<file path="config.mk">
export PLATFORM = sky130hd
export DESIGN_NAME = body_frame_position_p_controller_top
export DESIGN_NICKNAME = d
export VERILOG_FILES = /design/src/rtl/bfpc_pkg.sv /design/src/rtl/bfpc_mul.sv /design/src/rtl/bfpc_cordic.sv /design/src/rtl/body_frame_position_p_controller_top.sv
export SDC_FILE = /design/constraint.sdc
export NUM_CORES = 2
export LEC_CHECK = 0
export CAP_MARGIN = 25
export CORE_MARGIN = 2
export CORE_UTILIZATION = 35
export CTS_CLUSTER_DIAMETER = 40
export CTS_CLUSTER_SIZE = 24
export DETAILED_ROUTE_END_ITERATION = 6
export DONT_BUFFER_PORTS = 1
export PLACE_DENSITY = 0.45
export SYNTH_ARGS = -nofsm -noshare
export SYNTH_HDL_FRONTEND = slang
export SYNTH_SLANG_ARGS = --single-unit
</file>
<file path="constraint.sdc">
create_clock -name clk -period 15.72 [get_ports clk]
set_input_delay 2.358 -clock clk [delete_from_list [all_inputs] [get_ports clk]]
set_output_delay 2.358 -clock clk [all_outputs]
set_load 0.02 [all_outputs]
</file>
<file path="src/rtl/bfpc_pkg.sv">
// Shared types, constants and helper functions for the position controller.
`timescale 1ns / 1ps
package bfpc_pkg;

  // Field widths
  localparam int POS_W  = 32;
  localparam int Q_W    = 16;
  localparam int ANG_W  = 16;
  localparam int GAIN_W = 16;
  localparam int IN_W   = 176;
  localparam int OUT_W  = 128;

  // Serial multiplier: 64-bit multiplicand, 32-bit signed multiplier
  localparam int MUL_AW = 64;
  localparam int MUL_BW = 32;
  localparam int MUL_CW = 5;

  // CORDIC datapath widths; angles in units of 2^-30 rad
  localparam int CORDIC_STEPS_DEF = 16;
  localparam int CW     = 38;
  localparam int ZW     = 36;
  localparam int IDX_W  = 5;
  localparam int ATAN_LEN = 24;

  localparam logic signed [ZW-1:0] ANG_PI      = 36'sd3373259426;
  localparam logic signed [ZW-1:0] ANG_HALF_PI = 36'sd1686629713;
  localparam logic signed [CW-1:0] CORDIC_SCALE = 38'sd652032874;

  localparam logic [GAIN_W-1:0] GAIN_RST = 16'd819;

  // Register indexes
  localparam logic [1:0] REG_GAIN_XY      = 2'd0;
  localparam logic [1:0] REG_GAIN_Z       = 2'd1;
  localparam logic [1:0] REG_GAIN_HEADING = 2'd2;

  // Item kinds
  localparam logic ACT_ODOM   = 1'b0;
  localparam logic ACT_TARGET = 1'b1;

  typedef enum logic {CM_VEC, CM_ROT} cordic_mode_t;

  typedef struct packed {
    logic         start;
    cordic_mode_t mode;
  } cordic_ctl_t;

  typedef enum logic [2:0] {
    S_IDLE, S_QMUL, S_VEC, S_GMUL, S_ROT, S_RMUL, S_EMIT
  } seq_state_t;

  // arctan(2^-i) in units of 2^-30 rad
  function automatic logic signed [ZW-1:0] atan_val(input logic [IDX_W-1:0] i);
    logic signed [ZW-1:0] v;
    case (i)
      5'd0:  v = 36'sd843314857;
      5'd1:  v = 36'sd497837829;
      5'd2:  v = 36'sd263043837;
      5'd3:  v = 36'sd133525158;
      5'd4:  v = 36'sd67021687;
      5'd5:  v = 36'sd33543516;
      5'd6:  v = 36'sd16775851;
      5'd7:  v = 36'sd8388437;
      5'd8:  v = 36'sd4194283;
      5'd9:  v = 36'sd2097149;
      5'd10: v = 36'sd1048576;
      5'd11: v = 36'sd524288;
      5'd12: v = 36'sd262144;
      5'd13: v = 36'sd131072;
      5'd14: v = 36'sd65536;
      5'd15: v = 36'sd32768;
      5'd16: v = 36'sd16384;
      5'd17: v = 36'sd8192;
      5'd18: v = 36'sd4096;
      5'd19: v = 36'sd2048;
      5'd20: v = 36'sd1024;
      5'd21: v = 36'sd512;
      5'd22: v = 36'sd256;
      5'd23: v = 36'sd128;
      default: v = '0;
    endcase
    return v;
  endfunction

  // Clamp a 64-bit signed value to the signed 32-bit range
  function automatic logic [31:0] sat32(input logic signed [63:0] v);
    logic [31:0] r;
    if (v > 64'sd2147483647) r = 32'h7FFF_FFFF;
    else if (v < -64'sd2147483648) r = 32'h8000_0000;
    else r = v[31:0];
    return r;
  endfunction

endpackage

</file>
<file path="src/rtl/bfpc_mul.sv">
// Bit-serial signed multiplier, one multiplier bit per cycle.
`timescale 1ns / 1ps
module bfpc_mul
  import bfpc_pkg::*;
(
  input  logic                     clk,
  input  logic                     rst_n,
  input  logic                     start,
  input  logic signed [MUL_AW-1:0] a_i,
  input  logic signed [MUL_BW-1:0] b_i,
  output logic                     done,
  output logic signed [MUL_AW-1:0] p_o
);

  logic                     busy_r, done_r;
  logic [MUL_CW-1:0]        cnt_r;
  logic signed [MUL_AW-1:0] acc_r, a_r, acc_nxt, term;
  logic [MUL_BW-1:0]        b_r;
  logic                     last;

  assign last = (cnt_r == MUL_CW'(MUL_BW - 1));
  assign term = b_r[0] ? a_r : '0;
  // top multiplier bit has negative weight
  assign acc_nxt = last ? (acc_r - term) : (acc_r + term);

  // control
  always_ff @(posedge clk) begin
    if (!rst_n) begin
      busy_r <= 1'b0;
      done_r <= 1'b0;
      cnt_r  <= '0;
    end else begin
      done_r <= 1'b0;
      if (start) begin
        busy_r <= 1'b1;
        cnt_r  <= '0;
      end else if (busy_r) begin
        cnt_r <= cnt_r + 1'b1;
        if (last) begin
          busy_r <= 1'b0;
          done_r <= 1'b1;
        end
      end
    end
  end

  // shift registers and accumulator
  always_ff @(posedge clk) begin
    if (start) begin
      acc_r <= '0;
      a_r   <= a_i;
      b_r   <= b_i;
    end else if (busy_r) begin
      acc_r <= acc_nxt;
      a_r   <= a_r <<< 1;
      b_r   <= b_r >> 1;
    end
  end

  assign done = done_r;
  assign p_o  = acc_r;

endmodule

</file>
<file path="src/rtl/bfpc_cordic.sv">
// Iterative CORDIC, vectoring (atan2) or rotation (cos/sin), one step per cycle.
`timescale 1ns / 1ps
module bfpc_cordic
  import bfpc_pkg::*;
#(
  parameter int CORDIC_STEPS = CORDIC_STEPS_DEF
) (
  input  logic                 clk,
  input  logic                 rst_n,
  input  cordic_ctl_t          ctl,
  input  logic signed [CW-1:0] x_i,
  input  logic signed [CW-1:0] y_i,
  input  logic signed [ZW-1:0] z_i,
  output logic                 done,
  output logic signed [CW-1:0] x_o,
  output logic signed [CW-1:0] y_o,
  output logic signed [ZW-1:0] z_o
);

  logic                 busy_r, done_r, neg_r;
  cordic_mode_t         mode_r;
  logic [IDX_W-1:0]     i_r;
  logic signed [CW-1:0] x_r, y_r, dx, dy;
  logic signed [ZW-1:0] z_r, at;
  logic                 last;

  assign last = (i_r == IDX_W'(CORDIC_STEPS - 1));
  assign dx   = y_r >>> i_r;
  assign dy   = x_r >>> i_r;
  assign at   = atan_val(i_r);

  // control
  always_ff @(posedge clk) begin
    if (!rst_n) begin
      busy_r <= 1'b0;
      done_r <= 1'b0;
      i_r    <= '0;
    end else begin
      done_r <= 1'b0;
      if (ctl.start) begin
        busy_r <= 1'b1;
        i_r    <= '0;
      end else if (busy_r) begin
        i_r <= i_r + 1'b1;
        if (last) begin
          busy_r <= 1'b0;
          done_r <= 1'b1;
        end
      end
    end
  end

  // datapath: quadrant fold on start, then micro-rotations
  always_ff @(posedge clk) begin
    if (ctl.start) begin
      mode_r <= ctl.mode;
      neg_r  <= 1'b0;
      x_r    <= x_i;
      y_r    <= y_i;
      z_r    <= z_i;
      if (ctl.mode == CM_VEC) begin
        if (x_i < 0) begin
          x_r <= -x_i;
          y_r <= -y_i;
          z_r <= (y_i >= 0) ? ANG_PI : -ANG_PI;
        end else begin
          z_r <= '0;
        end
      end else begin
        if (z_i > ANG_HALF_PI) begin
          z_r   <= z_i - ANG_PI;
          neg_r <= 1'b1;
        end else if (z_i < -ANG_HALF_PI) begin
          z_r   <= z_i + ANG_PI;
          neg_r <= 1'b1;
        end
      end
    end else if (busy_r) begin
      if (mode_r == CM_VEC) begin
        if (y_r >= 0) begin
          x_r <= x_r + dx;
          y_r <= y_r - dy;
          z_r <= z_r + at;
        end else begin
          x_r <= x_r - dx;
          y_r <= y_r + dy;
          z_r <= z_r - at;
        end
      end else begin
        if (z_r >= 0) begin
          x_r <= x_r - dx;
          y_r <= y_r + dy;
          z_r <= z_r - at;
        end else begin
          x_r <= x_r + dx;
          y_r <= y_r - dy;
          z_r <= z_r + at;
        end
      end
    end
  end

  assign done = done_r;
  assign x_o  = neg_r ? -x_r : x_r;
  assign y_o  = neg_r ? -y_r : y_r;
  assign z_o  = z_r;

endmodule

</file>
<file path="src/rtl/body_frame_position_p_controller_top.sv">
// Body-frame proportional position controller: sequencer, state and ports.
// Odometry transaction: 4 serial products, then a vectoring CORDIC for the heading
// (skipped for a zero vector); no result. Target transaction: 8 serial products
// around a rotation CORDIC, ending in a valid result. One item at a time; the serial
// multiplier works one bit per cycle. A stalled result holds the next target in S_EMIT.
// Reset (rst_n, synchronous): gains to 819, stored position and heading to 0.
`timescale 1ns / 1ps
module body_frame_position_p_controller_top
  import bfpc_pkg::*;
#(
  parameter int CORDIC_STEPS = CORDIC_STEPS_DEF
) (
  input  logic              clk,
  input  logic              rst_n,
  input  logic              in_tvalid,
  output logic              in_tready,
  // pos_x, pos_y, pos_z, quat_w, quat_x, quat_y, quat_z, target_heading
  input  logic [IN_W-1:0]   in_tdata,
  // action
  input  logic              in_tuser,
  output logic              out_tvalid,
  input  logic              out_tready,
  // vel_x, vel_y, vel_z, heading_rate
  output logic [OUT_W-1:0]  out_tdata,
  input  logic              cfg_we,
  input  logic [1:0]        cfg_index,
  input  logic [GAIN_W-1:0] cfg_wdata
);

  seq_state_t state_r, state_nxt;
  logic [1:0] mi_r;
  logic       issue_r;

  logic [GAIN_W-1:0]        gxy_r, gz_r, gh_r;
  logic signed [POS_W-1:0]  cur_x_r, cur_y_r, cur_z_r, px_r, py_r, pz_r;
  logic signed [ANG_W-1:0]  cur_h_r, th_r;
  logic signed [Q_W-1:0]    qw_r, qx_r, qy_r, qz_r;
  logic signed [63:0]       acc_r, vx_r, vy_r;
  logic signed [CW-1:0]     t1_r, t0_r;
  logic [31:0]              ox_r, oy_r, oz_r, oh_r;
  logic signed [31:0]       c_r, s_r;
  logic                     out_valid_r;
  logic [OUT_W-1:0]         out_data_r;

  logic                     accept, mul_start, mul_done, cor_done, last_mul, vec_zero;
  logic signed [MUL_AW-1:0] mul_a, mul_p;
  logic signed [MUL_BW-1:0] mul_b;
  cordic_ctl_t              cor_ctl;
  logic signed [CW-1:0]     cor_x0, cor_y0, cor_xo, cor_yo;
  logic signed [ZW-1:0]     cor_z0, cor_zo;
  logic signed [63:0]       sum, heading_w, cos_w, sin_w;

  assign accept   = in_tvalid && in_tready;
  assign last_mul = (mi_r == 2'd3);
  assign vec_zero = (t1_r == '0) && (t0_r == '0);

  // next state
  always_comb begin
    state_nxt = state_r;
    case (state_r)
      S_IDLE: if (accept) state_nxt = (in_tuser == ACT_TARGET) ? S_GMUL : S_QMUL;
      S_QMUL: if (mul_done && last_mul) state_nxt = S_VEC;
      S_VEC:  if ((issue_r && vec_zero) || cor_done) state_nxt = S_IDLE;
      S_GMUL: if (mul_done && last_mul) state_nxt = S_ROT;
      S_ROT:  if (cor_done) state_nxt = S_RMUL;
      S_RMUL: if (mul_done && last_mul) state_nxt = S_EMIT;
      S_EMIT: if (!out_valid_r || out_tready) state_nxt = S_IDLE;
      default: state_nxt = S_IDLE;
    endcase
  end

  // sequencer outputs and operand selection
  always_comb begin
    in_tready     = (state_r == S_IDLE);
    mul_start     = 1'b0;
    cor_ctl.start = 1'b0;
    cor_ctl.mode  = CM_VEC;
    mul_a         = '0;
    mul_b         = '0;
    cor_x0        = t0_r;
    cor_y0        = t1_r;
    cor_z0        = '0;
    case (state_r)
      S_QMUL: begin
        mul_start = issue_r;
        case (mi_r)
          2'd0: begin mul_a = 64'(qx_r); mul_b = 32'(qy_r); end
          2'd1: begin mul_a = 64'(qw_r); mul_b = 32'(qz_r); end
          2'd2: begin mul_a = 64'(qy_r); mul_b = 32'(qy_r); end
          default: begin mul_a = 64'(qz_r); mul_b = 32'(qz_r); end
        endcase
      end
      S_VEC: cor_ctl.start = issue_r && !vec_zero;
      S_GMUL: begin
        mul_start = issue_r;
        case (mi_r)
          2'd0: begin
            mul_a = 64'(px_r) - 64'(cur_x_r); mul_b = 32'($unsigned(gxy_r));
          end
          2'd1: begin
            mul_a = 64'(py_r) - 64'(cur_y_r); mul_b = 32'($unsigned(gxy_r));
          end
          2'd2: begin
            mul_a = 64'(pz_r) - 64'(cur_z_r); mul_b = 32'($unsigned(gz_r));
          end
          default: begin
            mul_a = 64'(th_r) - 64'(cur_h_r); mul_b = 32'($unsigned(gh_r));
          end
        endcase
      end
      S_ROT: begin
        cor_ctl.start = issue_r;
        cor_ctl.mode  = CM_ROT;
        cor_x0        = CORDIC_SCALE;
        cor_y0        = '0;
        cor_z0        = ZW'(cur_h_r) <<< 17;
      end
      S_RMUL: begin
        mul_start = issue_r;
        case (mi_r)
          2'd0: begin mul_a = vx_r; mul_b = c_r; end
          2'd1: begin mul_a = vy_r; mul_b = s_r; end
          2'd2: begin mul_a = vy_r; mul_b = c_r; end
          default: begin mul_a = vx_r; mul_b = s_r; end
        endcase
      end
      default: ;
    endcase
  end

  // rounding helpers on the unit results
  assign sum       = (state_r == S_RMUL && mi_r == 2'd3) ? (acc_r - mul_p) : (acc_r + mul_p);
  assign heading_w = (64'(cor_zo) + 64'sd65536) >>> 17;
  assign cos_w     = (64'(cor_xo) + 64'sd32) >>> 6;
  assign sin_w     = (64'(cor_yo) + 64'sd32) >>> 6;

  // control registers
  always_ff @(posedge clk) begin
    if (!rst_n) begin
      state_r     <= S_IDLE;
      mi_r        <= '0;
      issue_r     <= 1'b0;
      out_valid_r <= 1'b0;
      gxy_r       <= GAIN_RST;
      gz_r        <= GAIN_RST;
      gh_r        <= GAIN_RST;
      cur_x_r     <= '0;
      cur_y_r     <= '0;
      cur_z_r     <= '0;
      cur_h_r     <= '0;
    end else begin
      state_r <= state_nxt;
      if (state_nxt != state_r) begin
        mi_r    <= '0;
        issue_r <= 1'b1;
      end else if (mul_done) begin
        mi_r    <= mi_r + 1'b1;
        issue_r <= 1'b1;
      end else if (mul_start || cor_ctl.start) begin
        issue_r <= 1'b0;
      end
      // result register
      if (state_r == S_EMIT && (!out_valid_r || out_tready)) out_valid_r <= 1'b1;
      else if (out_tready) out_valid_r <= 1'b0;
      // configuration writes
      if (cfg_we) begin
        case (cfg_index)
          REG_GAIN_XY:      gxy_r <= cfg_wdata;
          REG_GAIN_Z:       gz_r  <= cfg_wdata;
          REG_GAIN_HEADING: gh_r  <= cfg_wdata;
          default: ;
        endcase
      end
      // stored odometry state
      if (accept && in_tuser == ACT_ODOM) begin
        cur_x_r <= in_tdata[31:0];
        cur_y_r <= in_tdata[63:32];
        cur_z_r <= in_tdata[95:64];
      end
      if (state_r == S_VEC) begin
        if (issue_r && vec_zero) cur_h_r <= '0;
        else if (cor_done) cur_h_r <= heading_w[ANG_W-1:0];
      end
    end
  end

  // payload registers
  always_ff @(posedge clk) begin
    if (accept) begin
      px_r <= in_tdata[31:0];
      py_r <= in_tdata[63:32];
      pz_r <= in_tdata[95:64];
      qw_r <= in_tdata[111:96];
      qx_r <= in_tdata[127:112];
      qy_r <= in_tdata[143:128];
      qz_r <= in_tdata[159:144];
      th_r <= in_tdata[175:160];
    end
    if (mul_done) begin
      case (state_r)
        S_QMUL: begin
          case (mi_r)
            2'd1: t1_r <= CW'(sum <<< 1);
            2'd3: t0_r <= CW'(64'sd268435456 - (sum <<< 1));
            default: acc_r <= mul_p;
          endcase
        end
        S_GMUL: begin
          case (mi_r)
            2'd0: vx_r <= (mul_p + 64'sd2048) >>> 12;
            2'd1: vy_r <= (mul_p + 64'sd2048) >>> 12;
            2'd2: oz_r <= sat32((mul_p + 64'sd2048) >>> 12);
            default: oh_r <= sat32((mul_p + 64'sd256) >>> 9);
          endcase
        end
        S_RMUL: begin
          case (mi_r)
            2'd1: ox_r <= sat32((sum + 64'sd8388608) >>> 24);
            2'd3: oy_r <= sat32((sum + 64'sd8388608) >>> 24);
            default: acc_r <= mul_p;
          endcase
        end
        default: ;
      endcase
    end
    if (state_r == S_ROT && cor_done) begin
      c_r <= cos_w[31:0];
      s_r <= sin_w[31:0];
    end
    if (state_r == S_EMIT && (!out_valid_r || out_tready)) begin
      out_data_r <= {oh_r, oz_r, oy_r, ox_r};
    end
  end

  assign out_tvalid = out_valid_r;
  assign out_tdata  = out_data_r;

  bfpc_mul u_mul (
    .clk   (clk),
    .rst_n (rst_n),
    .start (mul_start),
    .a_i   (mul_a),
    .b_i   (mul_b),
    .done  (mul_done),
    .p_o   (mul_p)
  );

  bfpc_cordic #(
    .CORDIC_STEPS (CORDIC_STEPS)
  ) u_cordic (
    .clk   (clk),
    .rst_n (rst_n),
    .ctl   (cor_ctl),
    .x_i   (cor_x0),
    .y_i   (cor_y0),
    .z_i   (cor_z0),
    .done  (cor_done),
    .x_o   (cor_xo),
    .y_o   (cor_yo),
    .z_o   (cor_zo)
  );

endmodule

</file>
==> impl_metrics.sql <==
INSERT INTO impl_metrics (metric_group, metric, value, unit) VALUES
('run_status', 'run_status', 'complete, no violations', ''),
('grt', 'grt_first_pass_wirelength', '437800', 'µm'),
('timing', 'final_cycle_share', '0.5327', ''),
('grt', 'number_of_antenna_violations_at_the_first_check_in_global_routing', '24', ''),
('clock_tree', 'numCtsBuffers', '231', ''),
('clock_tree', 'post_cts_hold_buffer_count', '0', ''),
('synthesis', 'ys_warn_count', '0', ''),
('pwr', 'cell_pwr_density', '146.9', 'nW/µm²'),
('setup_path', 'worstSetupPathType', 'flop to flop', ''),
('finish', 'total_number_of_nets_in_the_final_design', '9739', ''),
('synthesis', 'synth_flop_cell', 'sky130_fd_sc_hd__edfxtp_1', ''),
('synthesis', 'netlist_area', '83870', 'µm²'),
('synthesis', 'count_of_flip_flops_with_a_built_in_enable_after_synthesis', '948', ''),
('grt', 'track_usage', '0.2351', ''),
('clock_tree', 'clkSlewWorstSetupHoldPaths', '0.06', 'ns'),
('pwr', 'irDropWorstVdd', '0.1345', 'mV'),
('placed_design', 'detailed_place_hpwl', '222300', 'µm'),
('grt', 'grt.overflow.total', '0', ''),
('floorplanning', 'die-width', '493.5', 'µm'),
('flow_run', 'cap_viol_max_count', '0', ''),
('setup_path', 'path_common_cell', 'sky130_fd_sc_hd__nor3_1', ''),
('placed_design', 'gp_routability_congestion', '0.8933', ''),
('setup_path', 'r2r-end', 'ox_r[17]$_DFFE_PP_', ''),
('drt', 'firstDrtPassIters', '6', ''),
('timing', 'setup-violations-final', '0', ''),
('timing', 'final_period_minus_worst_setup_slack', '8.374', 'ns'),
('clock_tree', 'cts_tree', 'yes', ''),
('synthesis', 'syn-mean-instance-area', '9.083', 'µm²'),
('floorplanning', 'rows', '179', ''),
('setup_path', 'critPathRequiredTime', '16.27', 'ns'),
('synthesis', 'ys_ff_latch', '1223', ''),
('grt', 'first_global_vias', '67150', ''),
('timing', 'report.final.slew_viol_count', '0', ''),
('setup_path', 'timing.reg2reg.worst_path_depth', '28', ''),
('setup_path', 'cp-end-kind', 'flop', ''),
('synthesis', 'sequential_to_total_area_share_from_yosys_stat', '0.4051', ''),
('setup_path', 'critical_path.max_fanout', '31', ''),
('timing', 'max_clock_freq', '0.1194', 'GHz'),
('timing', 'final_hold_viol_count', '0', ''),
('floorplanning', 'vertical_die_dimension', '493.5', 'µm'),
('clock_tree', 'clock_tree.htree_level_count', '4', ''),
('placed_design', 'dp_cells', '11980', ''),
('finish', 'fin_cells', '12430', ''),
('synthesis', 'async_flop_share', '0', ''),
('floorplanning', 'coreArea', '238100', 'µm²'),
('floorplanning', 'initial_utilization', '0.3523', ''),
('clock_tree', 'clock_sink_count', '1223', ''),
('timing', 'unrepaired_setup_endpoints_after_global_routing', 'no', ''),
('grt', 'grt_max_degree', '171', ''),
('setup_path', 'regToRegStartpoint', 'u_mul.p_o[2]$_SDFFE_PP0P_', ''),
('drt', 'drtAntennaViolNets', '0', ''),
('synthesis', 'unique_cell_type_count_in_the_yosys_netlist', '126', ''),
('drt', 'route.detailed.drc', '0', ''),
('timing', 'finalClockSkew', '0.08735', 'ns'),
('clock_tree', 'clk_latency', '0.90', 'ns'),
('setup_path', 'cp_slowest_cell', 'sky130_fd_sc_hd__ha_1', ''),
('setup_path', 'worst_path_max_stage_delay', '0.55', 'ns'),
('finish', 'share_of_final_layout_standard_cells_stronger_than_drive_strength_1', '0.08538', ''),
('setup_path', 'crit_end', 'ox_r[17]$_DFFE_PP_', ''),
('setup_path', 'timing.reg2reg.setup_slack', '7.35', 'ns'),
('setup_path', 'timing.critical_path.from_type', 'flop', ''),
('placed_design', 'place.port_buffers', '0', ''),
('drt', 'drt-wirelength-per-cell', '23.73', 'µm'),
('drt', 'drt_iter0_markers', '5780', ''),
('setup_path', 'startpoint', 'u_mul.p_o[2]$_SDFFE_PP0P_', ''),
('clock_tree', 'max-clock-path-buffers', '3', ''),
('drt', 'postRouteWirelength', '294900', 'µm'),
('finish', 'fillerInstances', '23610', ''),
('pwr', 'leakagePower', '34.92', 'nW'),
('finish', 'layout_commonest_cell', 'sky130_fd_sc_hd__nand2_1', ''),
('timing', 'worst-slew-pin-transition', '1.066', 'ns');
[critical path, delay by kind of cell, from the launching register on]
family,cells,cell delay [ns]
adders and majority gates,1,0.55
xor gates and xnor gates,2,0.44
AOI/OAI and AO/OA,7,2.39
DFF,1,0.37
and+or+nand+nor,17,4.06
buffers and inverters,1,0.20
[report_power, final]
part / total (mW) / switching (mW) / internal [mW]
registers: 4.28 / 0.358 / 3.92
clock network: 5.15 / 1.98 / 3.16
logic: 4.55 / 2.91 / 1.64
[metrics by stage]
stage          hold WS [ns]  power, mW  cell area, µm²    util  setup slack (ns)
6_report             0.3840      13.98           95170  0.3997             7.346
5_1_grt              0.4001      14.72           95150  0.3997             6.523
4_1_cts              0.3777      14.08           95110  0.3995             7.396
3_5_place_dp         0.4045      8.873           86870  0.3649             7.500
3_3_place_gp         0.4028      8.852           86770  0.3645             7.589
2_1_floorplan        0.4003      7.496           83870       -             3.127
[logic make-up after synthesis]
logic type	synth area share
and+or+nand+nor	0.1635
AOI/OAI and AO/OA	0.1927
buffers and inverters	0.04573
xor gates and xnor gates	0.07964
muxes	0.03843
adders and majority gates	0.07489
DFF	0.4051
[final cells by class]
cell class | instances | area [µm²] | share of cell area
repair buffers | 110 | 905.9 | 0.009519
inverters | 471 | 1775 | 0.01866
multi-input cells | 7008 | 46270 | 0.4862
clock buffers | 253 | 5924 | 0.06225
diodes | 9 | 22.52 | 0.0002366
well taps | 3167 | 3963 | 0.04164
flip-flops and latches | 1223 | 33990 | 0.3571
clock inverters | 188 | 2320 | 0.02437
[per-layer routing]
layer | share of wire | global-route usage | vias to the layer above
met5 | 0.00023 | 0 | -
met4 | 0.024 | 0.06034 | 10
met3 | 0.062 | 0.04288 | 392
met2 | 0.45 | 0.3696 | 1986
met1 | 0.47 | 0.3314 | 33570
li1 | - | - | 33070
[synth_stat cells, drive strengths merged, types with 65 or more instances]
cell type / count / area, µm²
nor2b: 96 / 608.1
xnor2: 459 / 4035
clkbuf: 430 / 1615
o31ai: 65 / 493.0
edfxtp: 948 / 28470
ha: 482 / 6031
o22ai: 98 / 613.1
a21boi: 155 / 1171
dfxtp: 275 / 5505
nor3: 225 / 1146
xor2: 301 / 2644
mux2i: 196 / 1962
a31oi: 82 / 519.3
a21o: 160 / 1201
and3: 73 / 456.7
o21ai: 605 / 3039
nand2: 1122 / 4217
inv: 470 / 1764
nand3: 204 / 1021
buf: 101 / 451.7
o21a: 94 / 705.7
a211oi: 70 / 548.0
nand2b: 80 / 503.0
nor2: 746 / 2810
nand4: 85 / 561.8
o21bai: 72 / 540.5
a21oi: 716 / 3700
[flip-flops by register name, summed over array words and instances, names as in the netlist, 36 cells and up]
signal	flops
vy_r	52
t1_r	37
t0_r	37
u_cordic.z_o	36
vx_r	52
u_cordic.y_r	38
acc_r	64
u_cordic.x_r	38
out_tdata	128
u_mul.p_o	64
u_mul.a_r	64
[how the worst min path moves through the flow]
stage                     startpoint  slack, ns                       end  depth (start not counted)
2_1_floorplan      ox_r[0]$_DFFE_PP_       0.40    out_tdata[0]$_DFFE_PP_                          0
3_5_place_dp       ox_r[8]$_DFFE_PP_       0.40    out_tdata[8]$_DFFE_PP_                          0
5_1_grt            oy_r[8]$_DFFE_PP_       0.40   out_tdata[40]$_DFFE_PP_                          0
4_1_cts            oy_r[8]$_DFFE_PP_       0.38   out_tdata[40]$_DFFE_PP_                          0
6_report           oy_r[8]$_DFFE_PP_       0.38   out_tdata[40]$_DFFE_PP_                          0
3_3_place_gp   oh_r[5]$_SDFFCE_PN1P_       0.40  out_tdata[101]$_DFFE_PP_                          0
Note: power is estimated with default switching activity, not from simulation.
